<file path="config.mk">
export PLATFORM = sky130hd
export DESIGN_NAME = square_spiral_index_codec
export DESIGN_NICKNAME = d
export VERILOG_FILES = /design/src/sv/ssic_pkg.sv /design/src/sv/ssic_cell.sv /design/src/sv/ssic_place.sv /design/src/sv/square_spiral_index_codec.sv
export SDC_FILE = /design/constraint.sdc
export NUM_CORES = 1
export LEC_CHECK = 0
export ABC_AREA = 1
export BUFFER_PORTS_ARGS = -buffer_cell sky130_fd_sc_hd__buf_4
export CAP_MARGIN = 20
export CELL_PAD_IN_SITES_DETAIL_PLACEMENT = 0
export CELL_PAD_IN_SITES_GLOBAL_PLACEMENT = 1
export CORE_MARGIN = 4
export CORE_UTILIZATION = 38
export DETAILED_ROUTE_END_ITERATION = 7
export PLACE_DENSITY_LB_ADDON = 0.1
export SETUP_SLACK_MARGIN = 0.02
export SYNTH_ARGS = -nofsm -noshare
export SYNTH_HDL_FRONTEND = slang
export SYNTH_SLANG_ARGS = --single-unit
</file>
<file path="constraint.sdc">
create_clock -name clk -period 5.5 [get_ports clk]
set_input_delay 0 -clock clk [delete_from_list [all_inputs] [get_ports clk]]
set_output_delay 0 -clock clk [all_outputs]
set_load 0.005 [all_outputs]
</file>
<file path="src/sv/ssic_pkg.sv">
// shared types and constants for the square spiral index codec
`default_nettype none

package ssic_pkg;

  // fixed field widths of the request and result
  localparam int INDEX_W = 9;
  localparam int COORD_W = 5;
  // ring counter width, enough for the largest supported ring count
  localparam int RING_W  = 4;
  // width of the signed scratch arithmetic for offsets
  localparam int CALC_W  = 12;

  // one request in flight along the cell chain
  typedef struct packed {
    logic               valid;
    logic               decode;
    logic               center;
    logic [INDEX_W-1:0] enc_index;
    logic [INDEX_W-1:0] k;
    logic [RING_W-1:0]  n;
  } ssic_item_t;

endpackage

`default_nettype wire

</file>
<file path="src/sv/ssic_cell.sv">
// one ring cell: peels its ring off the remaining index and hands the request on
`default_nettype none

module ssic_cell import ssic_pkg::*; #(
  parameter int RING    = 1,
  parameter bit STEP_EN = 1'b1
) (
  input  logic       clk,
  input  logic       rst,
  input  ssic_item_t item_in,
  output ssic_item_t item_out
);

  // positions held by this ring
  localparam logic [INDEX_W-1:0] SPAN = INDEX_W'(8 * RING);

  ssic_item_t item_next;

  always_comb begin
    item_next = item_in;
    if (STEP_EN && (item_in.k >= SPAN)) begin
      item_next.k = item_in.k - SPAN;
      item_next.n = RING_W'(RING + 1);
    end
  end

  always_ff @(posedge clk) begin
    if (rst) begin
      item_out.valid <= 1'b0;
    end else begin
      item_out <= item_next;
    end
  end

endmodule

`default_nettype wire

</file>
<file path="src/sv/ssic_place.sv">
// output stage: ring and offset to a point, or the index; registers result
`default_nettype none

module ssic_place import ssic_pkg::*; (
  input  logic                      clk,
  input  logic                      rst,
  input  ssic_item_t                item_in,
  output logic                      done,
  output logic [INDEX_W-1:0]        result_index,
  output logic signed [COORD_W-1:0] result_x,
  output logic signed [COORD_W-1:0] result_y
);

  logic signed [CALC_W-1:0] kk;
  logic signed [CALC_W-1:0] nn;
  logic signed [CALC_W-1:0] px;
  logic signed [CALC_W-1:0] py;

  always_comb begin
    kk = signed'(CALC_W'(item_in.k));
    nn = signed'(CALC_W'(item_in.n));
    priority if (kk < 2 * nn + 1) begin
      px = nn;
      py = kk - nn;
    end else if (kk < 4 * nn + 1) begin
      px = CALC_W'(3 * nn - kk);
      py = nn;
    end else if (kk < 6 * nn + 1) begin
      px = -nn;
      py = CALC_W'(5 * nn - kk);
    end else begin
      px = CALC_W'(kk - 7 * nn);
      py = -nn;
    end
  end

  always_ff @(posedge clk) begin
    if (rst) begin
      done <= 1'b0;
    end else begin
      done <= item_in.valid;
    end
    if (item_in.decode) begin
      result_index <= '0;
      if (item_in.center) begin
        result_x <= '0;
        result_y <= '0;
      end else begin
        result_x <= px[COORD_W-1:0];
        result_y <= py[COORD_W-1:0];
      end
    end else begin
      result_index <= item_in.enc_index;
      result_x     <= '0;
      result_y     <= '0;
    end
  end

endmodule

`default_nettype wire

</file>
<file path="src/sv/square_spiral_index_codec.sv">
// top level of the square spiral index codec: encode point to index, decode index to point
// a request passes through the MAX_RING ring cells and then the result register before the done strobe
// throughput: one request per cycle; the ring cells form a pipeline, so busy stays low
// the delay is set by the chain of MAX_RING registered ring cells and the result register
// result is on the result ports for one cycle with done high; the receiver cannot stall
// reset (rst, synchronous) empties the chain and clears done; results in flight are dropped
`default_nettype none

module square_spiral_index_codec import ssic_pkg::*; #(
  parameter int MAX_RING = 8
) (
  input  logic                      clk,
  input  logic                      rst,
  input  logic                      start,
  output logic                      busy,
  input  logic                      action,
  input  logic signed [COORD_W-1:0] point_x,
  input  logic signed [COORD_W-1:0] point_y,
  input  logic [INDEX_W-1:0]        position,
  output logic                      done,
  output logic [INDEX_W-1:0]        result_index,
  output logic signed [COORD_W-1:0] result_x,
  output logic signed [COORD_W-1:0] result_y
);

  // largest index in the spiral
  localparam int TOP_INDEX = 4 * MAX_RING * (MAX_RING + 1);
  localparam logic signed [COORD_W-1:0] RING_MAX = COORD_W'(MAX_RING);
  localparam logic signed [COORD_W-1:0] RING_MIN = -RING_MAX;
  localparam int BASE_W = 11;

  // every stage advances each cycle, so a request can always be taken
  assign busy = 1'b0;

  // ---------------- decode front: saturate index, start at ring one
  logic [INDEX_W-1:0] idx_sat;

  always_comb begin
    if (int'(position) > TOP_INDEX) begin
      idx_sat = INDEX_W'(TOP_INDEX);
    end else begin
      idx_sat = position;
    end
  end

  // ---------------- encode: clamp, find ring, add edge offset to ring base
  logic signed [COORD_W-1:0] cx;
  logic signed [COORD_W-1:0] cy;
  logic signed [COORD_W-1:0] ax;
  logic signed [COORD_W-1:0] ay;
  logic [RING_W-1:0]         en;
  logic [BASE_W-1:0]         base;
  logic signed [CALC_W-1:0]  sx;
  logic signed [CALC_W-1:0]  sy;
  logic signed [CALC_W-1:0]  sn;
  logic signed [CALC_W-1:0]  off;
  logic signed [CALC_W-1:0]  enc_sum;

  always_comb begin
    // saturate each coordinate to the outermost ring
    priority if (point_x > RING_MAX) begin
      cx = RING_MAX;
    end else if (point_x < RING_MIN) begin
      cx = RING_MIN;
    end else begin
      cx = point_x;
    end
    priority if (point_y > RING_MAX) begin
      cy = RING_MAX;
    end else if (point_y < RING_MIN) begin
      cy = RING_MIN;
    end else begin
      cy = point_y;
    end

    // ring number is the larger magnitude
    ax = (cx < 0) ? -cx : cx;
    ay = (cy < 0) ? -cy : cy;
    en = (ax > ay) ? ax[RING_W-1:0] : ay[RING_W-1:0];

    // first index of ring n is 1 + 4n(n-1)
    base = BASE_W'(1) + BASE_W'({en, 2'b00}) * BASE_W'(en - RING_W'(1));

    sx = CALC_W'(cx);
    sy = CALC_W'(cy);
    sn = signed'(CALC_W'(en));

    // right, top, left, then bottom edge
    priority if (sx == sn) begin
      off = sn + sy;
    end else if (sy == sn) begin
      off = CALC_W'(3 * sn - sx);
    end else if (sx == -sn) begin
      off = CALC_W'(5 * sn - sy);
    end else begin
      off = CALC_W'(7 * sn + sx);
    end

    enc_sum = signed'(CALC_W'(base)) + off;
  end

  // ---------------- ring cell chain
  ssic_item_t chain [0:MAX_RING];

  always_comb begin
    chain[0].valid     = start & ~busy;
    chain[0].decode    = action;
    chain[0].center    = (idx_sat == '0);
    chain[0].enc_index = (en == '0) ? '0 : enc_sum[INDEX_W-1:0];
    chain[0].k         = idx_sat - INDEX_W'(1);
    chain[0].n         = RING_W'(1);
  end

  // cell g strips ring g; the outermost ring never steps further
  for (genvar g = 1; g <= MAX_RING; g++) begin : g_cell
    ssic_cell #(
      .RING    (g),
      .STEP_EN (g < MAX_RING)
    ) u_cell (
      .clk      (clk),
      .rst      (rst),
      .item_in  (chain[g-1]),
      .item_out (chain[g])
    );
  end

  // ---------------- result register
  ssic_place u_place (
    .clk          (clk),
    .rst          (rst),
    .item_in      (chain[MAX_RING]),
    .done         (done),
    .result_index (result_index),
    .result_x     (result_x),
    .result_y     (result_y)
  );

endmodule

`default_nettype wire
</file>
==> metrics list <==
- The flow ran to the end, and the final reports show no timing, DRC or antenna violations.
- The die covers 35,530 um^2.
- The largest individual stage delay along the critical path comes from the cell fa_1.
- The cell that appears most often on the critical path is nand2_1.
- Drt first-iter violations: 364
* Count of fill cells added during filler insertion: 3,044
* Arrival time worst endpoint: 5.43 ns
- Worst stage delay on the critical path: 0.51 ns
- Via-to-Cell Ratio: 4.588
* Area added between synthesis and finish: 21.66%
- For this run, the register share of the synthesized area comes to 49.16%.
- Including well taps, the total number of placed cells is 1,776.
- Wire length per cell: 13.73 um
- Clock tree sinks: 212
- Asr flop ratio synth: 0%
- The routed design could run at a clock period as short as 5.162 ns.
- Final Slew Violations: 0
* Die outline height: 188.5 um
* Setup slack of the most critical reg-to-reg path: 1.79 ns
- Total Power Consumption: 8.018 mW
- Avg Cell Area, Syn: 10.24 um^2
* Width of the die: 188.5 um
* Power density relative to cell area: 532.3 nW/um^2
- Sum of routed wire length over all layers: 25,140 um
* Antenna Cells: 0
- TritonCTS buffer count: 23
* Number of hold violations in the final report: 0
- Hold Path Class: in -> reg
- The floorplan has 65 rows.
- Ranking of synthesized cells by area: edfxtp_1, ha_1, inv_1, fa_1, nand2_1
* Highest Clock Rate: 0.1937 GHz
* Detailed-route DRC error count: 0
* Initial core utilization: 38.83%
- Number of antenna violations at the first check in global routing: 0
- The synthesized netlist occupies a cell area of 12,380 um^2.
* Top-level I/O count: 44
- Global routing used 14.28% of the available tracks across all layers.
- Setup slack at placement: -0.3927 ns
* Detailed-router iteration count before antenna repair: 5
- Counting along the longest clock path gives a buffer depth of 3.
- Slack of the critical path: 0.3382 ns
- Launching point of the worst reg2reg path: g_cell[8].u_cell.item_out[2]
- Final-layout setup total negative slack: 0 ns
- After clock tree synthesis, the clock-pin slew on the worst setup and hold paths is 0.06 ns.
- TritonCTS built the clock tree.
- Beginning of the worst hold path: position[1]
* Clock Root Buffer: clkbuf_16
* Kind of start point of the critical path: input pin
* Depth of the most critical reg-to-reg path: 14
- During placement, the flow inserted port buffers numbering 42.
- Critical path endpoint category: register
- Summed over all layers, the global routing overflow is 0.
- Share of the synthesized area in the top cell type: 44.63%
- Critical path fanouts, max: 5
* Gpl congestion: 0.8272
- Area taken by multi-input logic gates: 5744 um^2
* Count of final setup violators: 0
- Core footprint: 31,880 um^2
- The setup path with the least slack is of type in -> reg.
- Sequential Area: 6086 um^2
- Summed over all cells, the static leakage comes to 6.668 nW.
- The first global-routing pass estimated 41,810 um of wire.
- The later pin in the worst-skew pair is clocked with a latency of 0.52 ns.
* # Max-Cap Violations: 0
- After layout, the worst path uses 93.85% of the clock period.
* H-Tree Level Count: 1
* Maximum number of pins on one net before global-route repair: 100
- In this run the tightest slew margin relative to its limit is 41.48%.
* Number of global-route vias before repair: 8,587
* Yosys warning count: 0
- Post-layout instance count excluding filler cells: 1,831
- Pin slew with the least headroom to its limit: 0.8777 ns
- EDFF count, synth: 184
- Unique masters post-synth: 56
* Top cell type by total area after synthesis: edfxtp_1
- Counting every instance in the synthesized netlist gives 1,209.
- Final Util: 47.24%
- Along the worst hold path, the cell count comes to 4.
- IR analysis of the VDD net gives a maximum drop of 0.5220 mV.
- Total via count after detailed routing: 8,400
* Antenna-violating nets left: 0
- Layout Nets: 1,549
- The worst hold path terminates at g_cell[1].u_cell.item_out[5].
- Maximum clock skew at final layout: 0.01486 ns
- Synthesis inferred 212 register bits.
- At the worst endpoint, the required time is 5.77 ns.
- Endpoint of the most critical register-to-register path: u_place.result_x[3]
* Estimated wirelength of the detail-placed design: 19,520 um
* Main flop type after synthesis: edfxtp_1
- In the final layout, the share of cells above drive strength 1 is 20.42%.
[area by class of cell]
type | count | share of cell area [%]
multi-input cells | 789 | 38.14
repair buffers | 155 | 8.141
clock inverters | 14 | 0.7393
clock buffers | 27 | 3.921
inverters | 199 | 5.042
flip-flops and latches | 212 | 40.41
well taps | 435 | 3.614
[where the power goes]
part           switching [mW]  leakage, nW  internal (mW)
registers               0.101         2.01           2.09
clock network           0.598        0.349          0.821
logic                    2.32         4.31           2.09
total                    3.02         6.67           5.00
[routing by layer]
layer / global-route usage, % / share of wire, %
met5: 0 / 0
met1: 17.45 / 43
met2: 26.40 / 51
met4: 3.812 / 2.4
met3: 2.019 / 3.2
[flip-flops by register name, summed over array words and instances, names as in the netlist]
name and flops:
u_place.done 1, u_place.result_y 5, g_cell.u_cell.item_out 192, u_place.result_x 5, u_place.result_index 9
[kinds of logic (layout without fill, tap and decap cells)]
kind of cell	after synthesis	count (layout)	share of synthesized area (%)
adder cells (fa/ha/maj)	146	146	16.63
flip-flops	212	212	49.16
AND/OR/NAND/NOR	410	410	15.26
multiplexers	1	1	0.08085
other	2	3	0.06066
AO/OA/AOI/OAI	164	164	7.590
buffers and inverters	209	395	6.619
XOR/XNOR	65	65	4.598
[synth_stat cells, types with 5 or more instances]
library cell / number
inv_1: 191
edfxtp_1: 184
nand2_1: 162
nor2_1: 116
ha_1: 115
a21oi_1: 73
o21ai_0: 47
nand3_1: 44
xor2_1: 38
fa_1: 31
dfxtp_1: 28
xnor2_1: 27
or2_2: 15
nor3_1: 13
a31oi_1: 11
nand2_2: 11
nand4_1: 10
nand2_4: 9
clkbuf_1: 5
inv_2: 5
nand3_2: 5
nand3b_1: 5
nor4_1: 5
o211ai_1: 5
[placed cells by master (no fill, tap or decap), drive strengths merged, types with 5 or more instances in the layout]
cell type,instances
inv,201
edfxtp,184
nand2,182
buf,145
nor2,120
ha,115
a21oi,74
o21ai,51
nand3,50
xor2,38
fa,31
dfxtp,28
xnor2,27
clkbuf,27
or2,18
nor3,13
nand4,11
a31oi,11
clkinv,11
dlygate4sd3,10
o211ai,6
nand3b,5
nor4,5
[critical path, delay by kind of cell]
kind | cells | cell delay [ns]
fa+ha+maj | 8 | 2.54
simple gates | 17 | 1.63
buf+inv | 6 | 0.67
compound gates | 3 | 0.36
xor+xnor | 1 | 0.19
[repair_timing]
action	4_1_cts	5_1_grt
gates resized for setup	0	45
endpoints found under the setup margin	0	4
hold buffers	10	0
endpoints found under the hold margin	13	0
buffers inserted	0	4
[worst max path at each step]
stage / startpoint / end / slack (ns) / depth (start not counted)
final: point_x[2] / g_cell[1].u_cell.item_out[21] / 0.34 / 35
after global routing: point_x[2] / g_cell[1].u_cell.item_out[20] / -0.03 / 40
after CTS: point_x[2] / g_cell[1].u_cell.item_out[21] / 0.15 / 37
after detailed placement: point_x[2] / g_cell[1].u_cell.item_out[21] / -0.39 / 37
after global placement: point_x[2] / g_cell[1].u_cell.item_out[21] / -0.37 / 37
after floorplan: point_x[4] / g_cell[1].u_cell.item_out[21] / 0.02 / 38
[stage by stage]
step	area [um^2]	hold slack (ns)
4_1_cts	14830	0.04611
3_5_place_dp	14030	0.1819
6_report	15060	0.06843
3_3_place_gp	14030	0.1803
2_1_floorplan	12460	0.09887
5_1_grt	15060	0.08096
Note: power is estimated with default switching activity, not from simulation.
